File: config.mk
export PLATFORM = sky130hd
export DESIGN_NAME = tbd_round_cell
export DESIGN_NICKNAME = d
export VERILOG_FILES = /design/src/tbd_pkg.sv /design/src/tbd_round_cell.sv
export SDC_FILE = /design/constraint.sdc
export NUM_CORES = 1
export LEC_CHECK = 0
export BUFFER_PORTS_ARGS = -buffer_cell sky130_fd_sc_hd__buf_2
export CELL_PAD_IN_SITES_DETAIL_PLACEMENT = 1
export CELL_PAD_IN_SITES_GLOBAL_PLACEMENT = 1
export CORE_MARGIN = 5
export CORE_UTILIZATION = 31
export DETAILED_ROUTE_END_ITERATION = 16
export HOLD_SLACK_MARGIN = 0.06
export PLACE_DENSITY = 0.74
export SYNTH_ARGS = -nofsm -noshare
export SYNTH_HDL_FRONTEND = slang
export SYNTH_SLANG_ARGS = --single-unit
export TNS_END_PERCENT = 30
File: constraint.sdc
create_clock -name clk_i -period 13.4 [get_ports clk_i]
set_input_delay 1.34 -clock clk_i [delete_from_list [all_inputs] [get_ports clk_i]]
set_output_delay 1.34 -clock clk_i [all_outputs]
set_load 0.01 [all_outputs]
File: src/tbd_pkg.sv
// ----------------------------------------------------------------------------
// tbd_pkg
// types, constants and round helpers shared by the tea block decrypt pipeline
// ----------------------------------------------------------------------------
package tbd_pkg;

  localparam int unsigned RoundCount = 32;
  localparam int unsigned WordW      = 32;
  localparam int unsigned CfgIdxW    = 8;

  localparam logic [WordW-1:0] TeaDelta = 32'h9E37_79B9;

  typedef enum logic [CfgIdxW-1:0] {
    RegKeyZero  = 8'd0,
    RegKeyOne   = 8'd1,
    RegKeyTwo   = 8'd2,
    RegKeyThree = 8'd3
  } cfg_reg_e;

  typedef struct packed {
    logic [WordW-1:0] cipher_first;
    logic [WordW-1:0] cipher_second;
  } in_item_t;

  typedef struct packed {
    logic [WordW-1:0] plain_first;
    logic [WordW-1:0] plain_second;
  } out_item_t;

  typedef struct packed {
    logic [WordW-1:0] w0;
    logic [WordW-1:0] w1;
  } word_pair_t;

  typedef struct packed {
    logic [WordW-1:0] k0;
    logic [WordW-1:0] k1;
    logic [WordW-1:0] k2;
    logic [WordW-1:0] k3;
  } key_t;

  // round sum seen by round r, counted from the first decryption round
  function automatic logic [WordW-1:0] round_sum(input int unsigned r);
    logic [63:0] prod;
    prod = 64'(TeaDelta) * 64'(RoundCount - r);
    return prod[WordW-1:0];
  endfunction

  function automatic logic [WordW-1:0] mix_word(input logic [WordW-1:0] w,
                                                input logic [WordW-1:0] sum,
                                                input logic [WordW-1:0] ka,
                                                input logic [WordW-1:0] kb);
    logic [WordW-1:0] a;
    logic [WordW-1:0] b;
    logic [WordW-1:0] c;
    a = (w << 4) + ka;
    b = w + sum;
    c = (w >> 5) + kb;
    return a ^ b ^ c;
  endfunction

endpackage

File: src/tbd_round_cell.sv
// ----------------------------------------------------------------------------
// tbd_round_cell
// one decryption round in two registered halves: second word, then first word
// ----------------------------------------------------------------------------
module tbd_round_cell (
  input  logic                        clk_i,
  input  logic                        rst_ni,
  input  logic                        en_i,
  input  logic [tbd_pkg::WordW-1:0]   sum_i,
  input  tbd_pkg::key_t               key_i,
  input  logic                        valid_i,
  input  tbd_pkg::word_pair_t         data_i,
  output logic                        valid_o,
  output tbd_pkg::word_pair_t         data_o
);

  logic                valid_a_q;
  logic                valid_b_q;
  tbd_pkg::word_pair_t half_d, half_q;
  tbd_pkg::word_pair_t full_d, full_q;

  always_comb begin
    half_d    = data_i;
    half_d.w1 = data_i.w1 - tbd_pkg::mix_word(data_i.w0, sum_i, key_i.k2, key_i.k3);
    full_d    = half_q;
    full_d.w0 = half_q.w0 - tbd_pkg::mix_word(half_q.w1, sum_i, key_i.k0, key_i.k1);
  end

  always_ff @(posedge clk_i or negedge rst_ni) begin
    if (!rst_ni) begin
      valid_a_q <= 1'b0;
      valid_b_q <= 1'b0;
    end else if (en_i) begin
      valid_a_q <= valid_i;
      valid_b_q <= valid_a_q;
    end
  end

  always_ff @(posedge clk_i) begin
    if (en_i) begin
      half_q <= half_d;
      full_q <= full_d;
    end
  end

  assign valid_o = valid_b_q;
  assign data_o  = full_q;

endmodule
==> impl_table.tex <==
\begin{tabular}{lr}
\hline
Metric & Value \\
\hline
\multicolumn{2}{l}{\textbf{Status}} \\
\quad Status & finished, final reports clean \\
\multicolumn{2}{l}{\textbf{Clock network}} \\
\quad Num CTS Buffers & 17 \\
\quad Maximum number of buffers from clock root to sink & 2 \\
\quad Cells resized by post-CTS repair & 0 \\
\quad Total of hold buffers inserted after clock tree synthesis & 0 \\
\quad Clock H-tree levels & 4 \\
\quad Root buf cell & sky130\_fd\_sc\_hd\_\_clkbuf\_16 \\
\quad Clock latency reported for the late side of the worst-skew pair & 0.45 ns \\
\quad Clock tree from TritonCTS & yes \\
\quad Post-CTS repair timing setup buffer count & 0 \\
\quad Clk slew on worst S/H paths & 0.06 ns \\
\quad Clock sink count & 130 \\
\multicolumn{2}{l}{\textbf{Drt}} \\
\quad First-pass DRT Iterations & 5 \\
\quad Post-DR wirelength/cell & about 22 um \\
\quad DRT Wirelength & 61,200 um \\
\quad ANT nets after route & 0 \\
\quad Number of violations reported at the end of detailed-routing iteration 0 & 832 \\
\quad Detailed-route vias per instance & 5.31 \\
\quad Number of design rule violations left after detail routing & 0 \\
\quad Vias after detailed routing & 14,500 \\
\multicolumn{2}{l}{\textbf{Finish}} \\
\quad Final layout net count & 2,503 \\
\quad Layout filler cell count & 6,004 \\
\quad Most frequent cells in the layout & 302 x sky130\_fd\_sc\_hd\_\_xnor2\_1, 291 x sky130\_fd\_sc\_hd\_\_buf\_2, 232 x sky130\_fd\_sc\_hd\_\_ha\_1 \\
\quad Commonest non-fill, non-tap cell in the layout & sky130\_fd\_sc\_hd\_\_xnor2\_1 \\
\quad Share of the core filled with cells in the final layout & 36.8\% \\
\quad Proportion of layout cells with a drive suffix above 1 & 16.7\% \\
\quad Synthesis-to-layout area growth & 18.2\% \\
\multicolumn{2}{l}{\textbf{Timing}} \\
\quad Transition time at the pin with the least slew margin & 0.939 ns \\
\quad Worst max-slew margin expressed relative to the limit & 37.4\% \\
\quad Min cycle time layout & 6.37 ns \\
\quad Worst clock skew on the final layout & about 0.013 ns \\
\quad Least setup slack across all paths after layout & 7.03 ns \\
\quad Setup repair after global routing missed its margin & no \\
\quad Count of pins over their slew limit & 0 \\
\quad Fin Hold WS & 0.518 ns \\
\quad Tcrit/Tclk final & 47.5\% \\
\quad Accumulated negative setup slack & 0 ns \\
\quad Final number of setup-violating endpoints & 0 \\
\quad Hold violation total from the final report & 0 \\
\quad Fmax & 157 MHz \\
\multicolumn{2}{l}{\textbf{Logic synthesis}} \\
\quad Synth Flop Type & sky130\_fd\_sc\_hd\_\_edfxtp\_1 \\
\quad Cell count after synthesis & roughly 1,700 \\
\quad Syn Std Cell Area & 15,900 um\^{}2 \\
\quad Post-Synthesis Mean Instance Area & 9.15 um\^{}2 \\
\quad Synth async-reset ratio & 1.54\% \\
\quad Number of distinct library cells after synthesis & between 60 and 70 \\
\quad Flops \& latches, synth & 130 \\
\quad Seq/Total Area, Yosys & 24.5\% \\
\quad Net Count, Synth & about 2,200 \\
\quad Count of flip-flops with a built-in enable after synthesis & around 130 \\
\quad Warnings from Yosys & 0 \\
\multicolumn{2}{l}{\textbf{Worst setup path}} \\
\quad Type of the worst setup path & primary input to flop \\
\quad Signal arrival time at the worst endpoint & 6.56 ns \\
\quad Max stage delay cell, worst path & sky130\_fd\_sc\_hd\_\_o31ai\_1 \\
\quad Most common cell on crit path & sky130\_fd\_sc\_hd\_\_a21oi\_1 \\
\quad Maximum net fanout on the critical path & 5 \\
\quad Data required, critical path & between 10 and 15 ns \\
\quad CP top delay family & compound AO/OA/AOI/OAI gates \\
\quad Reg2Reg Setup Slack & 7.68 ns \\
\quad Slowest stage delay, CP & 0.40 ns \\
\quad Cell breakdown of the critical path & buf\_2, ha\_1, and3\_1, a221o\_1, a21oi\_1, inv\_1, a31oi\_1, o21bai\_1, a21o\_1, a21oi\_1, xnor2\_1, xnor2\_1, ha\_1, a21o\_1, a21oi\_1, o21ai\_0, a221oi\_1, a31oi\_1, o31ai\_1, o31a\_1, xnor3\_1 \\
\quad Startpoint Class & primary input \\
\quad Sort of element at the end of the critical path & flop \\
\quad Buffers and inverters on the worst path & 2 \\
\multicolumn{2}{l}{\textbf{Global route}} \\
\quad Number of global-route vias before repair & 15,500 \\
\quad Final global-route overflow total & 0 \\
\quad GRT Overall Usage & 21.1\% \\
\quad Pin count of the biggest net entering global routing & 75 \\
\quad First-pass GRT wire length & between 90,000 and 100,000 um \\
\quad Initial antenna violation count & 11 \\
\multicolumn{2}{l}{\textbf{Die}} \\
\quad CORE AREA & 51,000 um\^{}2 \\
\quad Starting Density & 31.1\% \\
\quad Die X-Extent & 236 um \\
\quad Die Area & roughly 56,000 um\^{}2 \\
\quad Num rows & 83 \\
\quad Die height & 236 um \\
\quad Top-level port count & roughly 290 \\
\multicolumn{2}{l}{\textbf{Run}} \\
\quad Number of max-cap violations & 0 \\
\multicolumn{2}{l}{\textbf{Placement}} \\
\quad Detail Placement HPWL & 52,500 um \\
\quad Weighted congestion at the end of routability-driven global placement & 0.962 \\
\quad Quantity of I/O buffers inserted on ports & about 290 \\
\quad Pre-CTS setup slack & 6.69 ns \\
\multicolumn{2}{l}{\textbf{Worst hold path}} \\
\quad Worst min-delay path category & flop to flop \\
\hline
\end{tabular}
[routing by layer]
metal | vias up | GRT usage, % | wire length [um]
met5 | - | 0 | 0
met2 | 338 | 36.5 | 29900
li1 | 7069 | - | -
met1 | 7066 | 27.8 | 27500
met4 | 0 | 6.02 | 1380
met3 | 71 | 2.67 | 2540
[path summary, 6_finish.rpt]
kind,start,endpoint,cells after the start
hold reg to reg,valid_a_q,valid_a_q,1
max in group asynchronous,rst_ni,valid_o,1
min in group asynchronous,rst_ni,valid_a_q,1
hold / removal,valid_a_q,valid_a_q,1
setup reg to reg,full_d[5],data_o[61],24
setup / recovery,data_i[41],full_d[31],21
[metrics by stage]
step           instance area, um^2  std cells
2_1_floorplan                15900       1736
5_1_grt                      18800       2735
6_report                     18800       2738
3_5_place_dp                 18100       2696
3_3_place_gp                 18100       2696
4_1_cts                      18700       2727
[state kept, by name (all words and copies together), names as in the netlist]
register / cells
half_q: 32
valid_o: 1
data_o: 64
full_d: 32
valid_a_q: 1
[area by class of cell]
type | instances | area, um^2 | share of cell area [%]
clock buffer | 18 | 429 | 2.29
sequential | 130 | 3890 | 20.8
inverter | 69 | 259 | 1.38
multi-input combinational | 1524 | 11700 | 62.2
antenna | 11 | 27.5 | 0.147
tap | 680 | 851 | 4.53
clock inverter | 13 | 161 | 0.860
timing repair buffer | 293 | 1470 | 7.84
[cells in the mapped netlist, drive strengths merged (12+ instances only)]
cell / number / area [um^2]
o21bai: 23 / 173
a31oi: 23 / 144
a21oi: 185 / 930
nor2: 86 / 323
nand2b: 21 / 131
o21ai: 90 / 450
nand4: 22 / 138
clkbuf: 12 / 45.0
edfxtp: 128 / 3840
nor3: 15 / 75.1
inv: 69 / 259
a21o: 120 / 901
o31ai: 12 / 90.1
a211oi: 14 / 105
xor2: 49 / 429
nand2: 93 / 349
nand3: 44 / 220
o21a: 28 / 210
ha: 232 / 2900
xnor2: 302 / 2650
and3: 21 / 131
nor2b: 24 / 150
[cell families (layout without fill, tap and decap cells)]
family	count (synthesis)	count (layout)	synth area share, %
AOI/OAI and AO/OA	563	563	22.9
and+or+nand+nor	362	362	11.2
xor gates and xnor gates	355	355	19.9
adders and majority gates	240	240	19.3
DFF	130	130	24.5
buffers and inverters	82	393	1.99
muxes	4	4	0.268
other	0	11	0
Power is left out: the tool's default activity adds up to more than one toggle a clock period on the data nets, which glitch-free logic cannot reach.
